--- config.mk ---
export PLATFORM = sky130hd
export DESIGN_NAME = circular_playlist_list_engine_unit
export DESIGN_NICKNAME = d
export VERILOG_FILES = /design/src/cple_pkg.sv /design/src/cple_cell.sv /design/src/cple_ctrl.sv /design/src/circular_playlist_list_engine_unit.sv
export SDC_FILE = /design/constraint.sdc
export NUM_CORES = 1
export LEC_CHECK = 0
export BUFFER_PORTS_ARGS = -buffer_cell sky130_fd_sc_hd__buf_2
export CAP_MARGIN = 20
export CORE_UTILIZATION = 30
export CTS_BUF_LIST = sky130_fd_sc_hd__clkbuf_16
export DETAILED_ROUTE_END_ITERATION = 8
export GPL_ROUTABILITY_DRIVEN = 0
export SYNTH_ARGS = -nofsm -noshare
export SYNTH_HDL_FRONTEND = slang
export SYNTH_HIERARCHICAL = 1
export SYNTH_SLANG_ARGS = --single-unit
export TNS_END_PERCENT = 1
--- constraint.sdc ---
create_clock -name clk -period 12.6 [get_ports clk]
set_input_delay 0 -clock clk [delete_from_list [all_inputs] [get_ports clk]]
set_output_delay 0 -clock clk [all_outputs]
set_load 0.005 [all_outputs]
--- src/cple_pkg.sv ---
`default_nettype none
package cple_pkg;

  localparam int REQ_BITS        = 3;
  localparam int STATUS_BITS     = 2;
  localparam int KEY_PORT_BITS   = 16;
  localparam int COUNT_PORT_BITS = 7;

  localparam logic [REQ_BITS-1:0] REQ_APPEND  = 3'd0;
  localparam logic [REQ_BITS-1:0] REQ_DELETE  = 3'd1;
  localparam logic [REQ_BITS-1:0] REQ_NEXT    = 3'd2;
  localparam logic [REQ_BITS-1:0] REQ_PREV    = 3'd3;
  localparam logic [REQ_BITS-1:0] REQ_CURRENT = 3'd4;

  localparam logic [STATUS_BITS-1:0] STAT_OK        = 2'd0;
  localparam logic [STATUS_BITS-1:0] STAT_EMPTY     = 2'd1;
  localparam logic [STATUS_BITS-1:0] STAT_NOT_FOUND = 2'd2;
  localparam logic [STATUS_BITS-1:0] STAT_FULL      = 2'd3;

  typedef enum logic [1:0] {
    FSM_IDLE,
    FSM_SWEEP,
    FSM_FINISH
  } fsm_t;

  typedef struct packed {
    logic shift;
    logic feed_valid;
  } ring_ctl_t;

endpackage
`default_nettype wire

--- src/cple_cell.sv ---
`default_nettype none
module cple_cell #(
  parameter int KW = 16
) (
  input  wire logic          clk,
  input  wire logic          rst_n,
  input  wire logic          shift,
  input  wire logic          nb_valid,
  input  wire logic [KW-1:0] nb_song,
  output logic               valid,
  output logic [KW-1:0]      song
);

  logic          valid_r;
  logic [KW-1:0] song_r;

  always_ff @(posedge clk) begin
    if (!rst_n) begin
      valid_r <= 1'b0;
    end else if (shift) begin
      valid_r <= nb_valid;
    end
  end

  always_ff @(posedge clk) begin
    if (shift) begin
      song_r <= nb_song;
    end
  end

  assign valid = valid_r;
  assign song  = song_r;

endmodule
`default_nettype wire

--- src/cple_ctrl.sv ---
`default_nettype none
module cple_ctrl #(
  parameter int N  = 64,
  parameter int KW = 16
) (
  input  wire logic                                clk,
  input  wire logic                                rst_n,
  input  wire logic                                in_valid,
  output logic                                     in_ready,
  input  wire logic [cple_pkg::REQ_BITS-1:0]       in_req_type,
  input  wire logic [cple_pkg::KEY_PORT_BITS-1:0]  in_song_key,
  output logic                                     out_valid,
  input  wire logic                                out_ready,
  output logic [cple_pkg::STATUS_BITS-1:0]         out_status,
  output logic [cple_pkg::KEY_PORT_BITS-1:0]       out_cursor_song,
  output logic [cple_pkg::COUNT_PORT_BITS-1:0]     out_entry_count,
  input  wire logic                                c0_valid,
  input  wire logic [KW-1:0]                       c0_song,
  input  wire logic                                c1_valid,
  input  wire logic [KW-1:0]                       c1_song,
  output cple_pkg::ring_ctl_t                      ctl,
  output logic [KW-1:0]                            feed_song
);
  import cple_pkg::*;

  localparam int PW = $clog2(N);
  localparam int CW = $clog2(N + 1);
  localparam logic [CW-1:0] FULL_COUNT = CW'(N);
  localparam logic [PW-1:0] LAST_STEP  = PW'(N - 1);

  fsm_t                   state_r, state_nxt;
  logic [PW-1:0]          k_r, k_nxt;
  logic [CW-1:0]          count_r, count_nxt;
  logic [PW-1:0]          cur_r, cur_nxt;
  logic [REQ_BITS-1:0]    req_r, req_nxt;
  logic [KW-1:0]          key_r, key_nxt;
  logic [PW-1:0]          tgt_r, tgt_nxt;
  logic                   found_r, found_nxt;
  logic [PW-1:0]          m_r, m_nxt;
  logic [KW-1:0]          cap_r, cap_nxt;
  logic [KW-1:0]          head_r, head_nxt;
  logic [STATUS_BITS-1:0] status_r, status_nxt;
  logic                   out_valid_r, out_valid_nxt;
  logic [STATUS_BITS-1:0] out_status_r, out_status_nxt;
  logic [KW-1:0]          out_song_r, out_song_nxt;
  logic [CW-1:0]          out_count_r, out_count_nxt;

  logic          is_del, append_ok, match, drop, last, list_empty;
  logic [PW-1:0] mm, cnt_m1;

  always_ff @(posedge clk) begin
    if (!rst_n) begin
      state_r     <= FSM_IDLE;
      count_r     <= '0;
      cur_r       <= '0;
      found_r     <= 1'b0;
      out_valid_r <= 1'b0;
    end else begin
      state_r     <= state_nxt;
      count_r     <= count_nxt;
      cur_r       <= cur_nxt;
      found_r     <= found_nxt;
      out_valid_r <= out_valid_nxt;
    end
  end

  always_ff @(posedge clk) begin
    k_r          <= k_nxt;
    req_r        <= req_nxt;
    key_r        <= key_nxt;
    tgt_r        <= tgt_nxt;
    m_r          <= m_nxt;
    cap_r        <= cap_nxt;
    head_r       <= head_nxt;
    status_r     <= status_nxt;
    out_status_r <= out_status_nxt;
    out_song_r   <= out_song_nxt;
    out_count_r  <= out_count_nxt;
  end

  assign list_empty = (count_r == '0);
  assign cnt_m1     = PW'(count_r - 1'b1);
  assign is_del     = (req_r == REQ_DELETE);
  assign append_ok  = (req_r == REQ_APPEND) && (count_r != FULL_COUNT);
  assign match      = is_del && !found_r && c0_valid && (c0_song == key_r);
  assign drop       = found_r || match;
  assign last       = (k_r == LAST_STEP);
  assign mm         = match ? k_r : m_r;

  always_comb begin
    state_nxt      = state_r;
    k_nxt          = k_r;
    count_nxt      = count_r;
    cur_nxt        = cur_r;
    req_nxt        = req_r;
    key_nxt        = key_r;
    tgt_nxt        = tgt_r;
    found_nxt      = found_r;
    m_nxt          = m_r;
    cap_nxt        = cap_r;
    head_nxt       = head_r;
    status_nxt     = status_r;
    out_valid_nxt  = out_valid_r;
    out_status_nxt = out_status_r;
    out_song_nxt   = out_song_r;
    out_count_nxt  = out_count_r;
    ctl.shift      = 1'b0;
    ctl.feed_valid = 1'b0;
    feed_song      = c0_song;
    in_ready       = (state_r == FSM_IDLE);

    if (out_valid_r && out_ready) begin
      out_valid_nxt = 1'b0;
    end

    unique case (state_r)
      FSM_IDLE: begin
        if (in_valid) begin
          req_nxt    = in_req_type;
          key_nxt    = in_song_key[KW-1:0];
          k_nxt      = '0;
          found_nxt  = 1'b0;
          tgt_nxt    = cur_r;
          status_nxt = list_empty ? STAT_EMPTY : STAT_OK;
          unique case (in_req_type)
            REQ_APPEND: begin
              if (count_r == FULL_COUNT) begin
                status_nxt = STAT_FULL;
              end else begin
                status_nxt = STAT_OK;
                if (list_empty) tgt_nxt = '0;
              end
            end
            REQ_DELETE: begin
              if (!list_empty) status_nxt = STAT_NOT_FOUND;
            end
            REQ_NEXT: begin
              if (!list_empty) tgt_nxt = (cur_r == cnt_m1) ? '0 : PW'(cur_r + 1'b1);
            end
            REQ_PREV: begin
              if (!list_empty) tgt_nxt = (cur_r == '0) ? cnt_m1 : PW'(cur_r - 1'b1);
            end
            REQ_CURRENT: begin
            end
            default: begin
              status_nxt = STAT_OK;
            end
          endcase
          state_nxt = FSM_SWEEP;
        end
      end

      FSM_SWEEP: begin
        ctl.shift = 1'b1;
        if (append_ok && (CW'(k_r) == count_r)) begin
          ctl.feed_valid = 1'b1;
          feed_song      = key_r;
        end else if (drop) begin
          ctl.feed_valid = last ? 1'b0 : c1_valid;
          feed_song      = c1_song;
        end else begin
          ctl.feed_valid = c0_valid;
          feed_song      = c0_song;
        end

        if (k_r == '0) head_nxt = feed_song;

        if (!is_del) begin
          if (k_r == tgt_r) cap_nxt = feed_song;
        end else if (!drop) begin
          if (k_r == cur_r) cap_nxt = feed_song;
        end else if (((cur_r > mm) && (k_r == PW'(cur_r - 1'b1))) ||
                     ((cur_r == mm) && (k_r == cur_r))) begin
          cap_nxt = feed_song;
        end

        if (match) begin
          found_nxt  = 1'b1;
          m_nxt      = k_r;
          status_nxt = STAT_OK;
        end

        k_nxt = PW'(k_r + 1'b1);
        if (last) state_nxt = FSM_FINISH;
      end

      FSM_FINISH: begin
        if (!out_valid_r || out_ready) begin
          out_valid_nxt  = 1'b1;
          out_status_nxt = status_r;
          out_song_nxt   = cap_r;
          if (append_ok) begin
            count_nxt = CW'(count_r + 1'b1);
            cur_nxt   = tgt_r;
          end else if (is_del && found_r) begin
            count_nxt = CW'(count_r - 1'b1);
            if (cur_r > m_r) begin
              cur_nxt = PW'(cur_r - 1'b1);
            end else if ((cur_r == m_r) && (m_r == cnt_m1)) begin
              cur_nxt      = '0;
              out_song_nxt = head_r;
            end
            if (count_r == CW'(1)) cur_nxt = '0;
          end else if (!is_del) begin
            cur_nxt = tgt_r;
          end
          if (count_nxt == '0) out_song_nxt = '0;
          out_count_nxt = count_nxt;
          state_nxt     = FSM_IDLE;
        end
      end

      default: begin
        state_nxt = FSM_IDLE;
      end
    endcase
  end

  assign out_valid       = out_valid_r;
  assign out_status      = out_status_r;
  assign out_cursor_song = KEY_PORT_BITS'(out_song_r);
  assign out_entry_count = COUNT_PORT_BITS'(out_count_r);

endmodule
`default_nettype wire

--- src/circular_playlist_list_engine_unit.sv ---
`default_nettype none
// Playlist kept as an ordered row of POOL_ENTRIES cells, head in cell 0; a request rotates the
// whole row once through the controller, which appends at the tail, drops the first matching
// entry (closing the gap by feeding from the second cell), and picks up the song under the
// cursor on the way. An item is accepted, the row is rotated one step per cell, and the result
// is posted, plus any wait for out_ready. The next item can be accepted once the result is
// posted, while that result may still wait.
module circular_playlist_list_engine_unit #(
  parameter int POOL_ENTRIES = 64,
  parameter int KEY_BITS     = 16
) (
  input  wire logic                                clk,
  input  wire logic                                rst_n,
  input  wire logic                                in_valid,
  output logic                                     in_ready,
  input  wire logic [cple_pkg::REQ_BITS-1:0]       in_req_type,
  input  wire logic [cple_pkg::KEY_PORT_BITS-1:0]  in_song_key,
  output logic                                     out_valid,
  input  wire logic                                out_ready,
  output logic [cple_pkg::STATUS_BITS-1:0]         out_status,
  output logic [cple_pkg::KEY_PORT_BITS-1:0]       out_cursor_song,
  output logic [cple_pkg::COUNT_PORT_BITS-1:0]     out_entry_count
);
  import cple_pkg::*;

  localparam int KW = (KEY_BITS < KEY_PORT_BITS) ? KEY_BITS : KEY_PORT_BITS;

  ring_ctl_t     ctl;
  logic [KW-1:0] feed_song;
  logic          valid_w [POOL_ENTRIES];
  logic [KW-1:0] song_w  [POOL_ENTRIES];

  genvar i;
  generate
    for (i = 0; i < POOL_ENTRIES; i++) begin : g_cell
      if (i == POOL_ENTRIES - 1) begin : g_last
        cple_cell #(.KW(KW)) u_cell (
          .clk      (clk),
          .rst_n    (rst_n),
          .shift    (ctl.shift),
          .nb_valid (ctl.feed_valid),
          .nb_song  (feed_song),
          .valid    (valid_w[i]),
          .song     (song_w[i])
        );
      end else begin : g_mid
        cple_cell #(.KW(KW)) u_cell (
          .clk      (clk),
          .rst_n    (rst_n),
          .shift    (ctl.shift),
          .nb_valid (valid_w[i+1]),
          .nb_song  (song_w[i+1]),
          .valid    (valid_w[i]),
          .song     (song_w[i])
        );
      end
    end
  endgenerate

  cple_ctrl #(.N(POOL_ENTRIES), .KW(KW)) u_ctrl (
    .clk             (clk),
    .rst_n           (rst_n),
    .in_valid        (in_valid),
    .in_ready        (in_ready),
    .in_req_type     (in_req_type),
    .in_song_key     (in_song_key),
    .out_valid       (out_valid),
    .out_ready       (out_ready),
    .out_status      (out_status),
    .out_cursor_song (out_cursor_song),
    .out_entry_count (out_entry_count),
    .c0_valid        (valid_w[0]),
    .c0_song         (song_w[0]),
    .c1_valid        (valid_w[1]),
    .c1_song         (song_w[1]),
    .ctl             (ctl),
    .feed_song       (feed_song)
  );

endmodule
`default_nettype wire
==> impl_metrics.yaml <==
setup_path:
  cp_max_fo: 16
  crit_arrival_ps: 4780
  path_class: "register to register"
  crit_path_end_kind: "register"
  required_ps: 12780
  worst_r2r_path_depth: 10
  rr_startpoint: "u_ctrl/req_r[0]$_DFFE_PP_"
  r2r_slack_ps: 8000
  reg2reg_to: "u_ctrl/cap_r[11]$_DFFE_PP_"
  start_kind: "register"
clock_network:
  cts_made_buffers: 110
  cts_setup_buffers: 0
  clkLatencyLatePin_ps: 670
  clkSinkCount: 1201
  cts_tree: "built"
  clock_path_buffers: 3
  h-tree-depth: 3
  clk_pin_slew_ps: 60
  cts_resized: 0
  cts_root_buffer: "clkbuf_16"
  hold_buffers: 21
grt:
  antenna_found_initial: 2
  grt_max_degree: 228
  grt_pass1_wl_um: 97300
  first_global_vias: 16800
  grt_overflow: 0
  track_usage: 0.0895
floorplan:
  core_sq_um: 132000
  initial_utilization: 0.304
  die_y_um: 368
  ios: 50
  die-area_sq_um: 135000
  std_cell_rows: 133
  die_x_um: 368
place:
  hpwl_um: 32600
  place_area_sq_um: 42500
  io_buffer_count: 49
  post-place-ws_ps: 8000
detailed_routing:
  dr.pass1.iters: 7
  viasPerCell: 4.30
  drtAntennaViolNets: 0
  num_vias: 16800
  drt-wirelength-per-cell_um: 15.6
  drt_iter0_drc: 1470
  wirelength_um: 61000
  drc: 0
power_and_ir_drop:
  p_leak_nw: 15.1
  vdd_drop_max_mv: 0.102
  power_density_nw_per_um2: 176
  power_mw: 8.17
final_layout:
  regArea_sq_um: 35300
  synthToLayoutAreaGrowth_pct: 15.5
  drive_above_1_share: 0.119
  final_area_sq_um: 46300
  fin_nets: 2103
  antenna_cells: 0
  multi_input_area_sq_um: 4430
  fillers: 12000
timing:
  tns_ps: 0
  whs_ps: 31.0
  finalHoldViolations: 0
  rsz0062_at_grt: "false"
  tightest_slew_ps: 1290
  period_needed_ps: 4600
  skew_ps: 35.7
  relSlewSlack: 0.139
  min_period_over_period: 0.365
  final.setup.worst_slack_ps: 8000
  final-setup-viol-count: 0
  slew_violations: 0
  fmax_mhz: 217
yosys:
  syn_avg_cell_area_sq_um: 21.0
  synthCells: 1913
  yosys_warnings: 6
  async_flop_share: 0
  synth_xor_area_frac: 0.0155
  synth_compound_area_frac: 0.0270
  synth_top_area_share: 0.839
  ys_seq_elements: 1201
  synth_top_family_by_area: "simple AND/OR/NAND/NOR gates"
  yosysMostFrequentCell: "edfxtp_1"
  synth_fa_ha_area_frac: 0.00593
  synth_flop_cell: "edfxtp_1"
  yosys.area_share.simple: 0.0382
  ys_top_cells_by_count: "edfxtp_1 (1120), mux2i_1 (93), dfxtp_1 (81)"
  syn_area_sq_um: 40100
  yosysUniqueCellTypes: 75
  synth_area_leader_cell: "edfxtp_1"
  synth-edff-count: 1120
  ys_seq_area_frac: 0.879
  syn-num-nets: 1955
  netlist_top_cells_area: "edfxtp_1 (84%), dfxtp_1 (4.0%), mux2i_1 (2.3%)"
  muxShareOfSynthArea: 0.0235
flow_run:
  maxCapViolCount: 0
worst_hold_path:
  hold_start: "rst_n"
  min_to: "g_cell[38].g_mid.u_cell/valid$_SDFFE_PN0P_"
  hold_path.class: "input port to register"
  holdPathStages: 3
outcome:
  status: "finished clean"
## registers in the layout, summed over array words and instances, names as in the netlist, 3 cells and up
| name | count |
|---|---|
| u_ctrl/out_entry_count | 7 |
| u_ctrl/cur_r | 6 |
| u_ctrl/k_r | 6 |
| u_ctrl/m_r | 6 |
| u_ctrl/cap_r | 16 |
| g_cell.g_mid.u_cell/song | 1008 |
| u_ctrl/req_r | 3 |
| u_ctrl/head_r | 16 |
| u_ctrl/count_r | 7 |
| u_ctrl/key_r | 16 |
| g_cell.g_mid.u_cell/valid | 63 |
| u_ctrl/tgt_r | 6 |
| u_ctrl/out_cursor_song | 16 |
| g_cell.g_last.u_cell/song | 16 |
## stage by stage
stage          utilization  std cells
2_1_floorplan            -       1913
3_3_place_gp         0.321       3680
3_5_place_dp         0.322       3682
4_1_cts              0.351       3909
5_1_grt              0.351       3910
6_report             0.351       3910
## cell usage in the layout (no fill, tap or decap), types with 16 or more instances in the layout
master	n
mux2i_1	93
edfxtp_1	1120
xnor2_1	33
ha_1	19
dlygate4sd3_1	21
nand2_1	78
a31oi_1	37
o22a_1	18
nand3_1	16
dfxtp_1	81
clkbuf_16	111
clkinv_1	23
nor2_1	52
inv_1	59
a21oi_1	17
xor2_1	35
buf_2	49
clkinv_2	25
nor2b_1	65
## layout make-up
class                           instances  share of cell area
Timing Repair Buffer                   87              0.0144
Clock buffer                          111              0.0600
Tap cell                             1755              0.0474
Multi-Input combinational cell        619              0.0956
Clock inverter                         95              0.0177
Inverter                               42             0.00357
Sequential cell                      1201               0.761
## metal layers
| metal | global-route usage | vias to the layer above | part of all wire |
|---|---|---|---|
| li1 | - | 7703 | - |
| met1 | 0.134 | 8510 | 0.50 |
| met2 | 0.126 | 477 | 0.42 |
| met3 | 0.0218 | 140 | 0.054 |
| met4 | 0.0309 | 0 | 0.026 |
| met5 | 0 | - | 0 |
## cell families (layout without fill, tap and decap cells)
logic type	after synthesis	count (layout)
AO/OA/AOI/OAI	147	147
XOR/XNOR	69	69
multiplexers	94	94
adder cells (fa/ha/maj)	19	19
AND/OR/NAND/NOR	290	290
flip-flops	1201	1201
buffers and inverters	93	335
## how the worst max path moves through the flow
| stage | from | endpoint | slack, ps | cells past startpoint |
|---|---|---|---|---|
| after detailed placement | u_ctrl/state_r[1]$_SDFFE_PN0P_ | g_cell[49].g_mid.u_cell/valid$_SDFFE_PN0P_ | 8000 | 8 |
| final | u_ctrl/req_r[0]$_DFFE_PP_ | u_ctrl/cap_r[11]$_DFFE_PP_ | 8000 | 10 |
| after global routing | u_ctrl/req_r[0]$_DFFE_PP_ | u_ctrl/cap_r[11]$_DFFE_PP_ | 7650 | 10 |
| after CTS | u_ctrl/req_r[0]$_DFFE_PP_ | u_ctrl/cap_r[11]$_DFFE_PP_ | 8000 | 10 |
| after global placement | u_ctrl/req_r[0]$_DFFE_PP_ | u_ctrl/cap_r[15]$_DFFE_PP_ | 8080 | 10 |
| after floorplan | u_ctrl/state_r[1]$_SDFFE_PN0P_ | g_cell[0].g_mid.u_cell/valid$_SDFFE_PN0P_ | 3640 | 6 |
## worst max-delay path, cell delays in order, from the launching register on
cell and delay, ps:
edfxtp_1 650, or3b_2 620, nand4b_1 220, or4b_2 800
mux2i_1 290, ha_1 290, and3_1 180, a221oi_1 290
a21oi_1 110, nand4_1 90, nand3_1 570
## power by group
group	internal [mW]	total (mW)	leakage, nW	switching, mW
combinational	0.0492	0.206	2.12	0.157
clock	1.83	3.25	1.82	1.42
sequential	4.64	4.72	11.2	0.0785
Power figures use the tool's default switching activity.
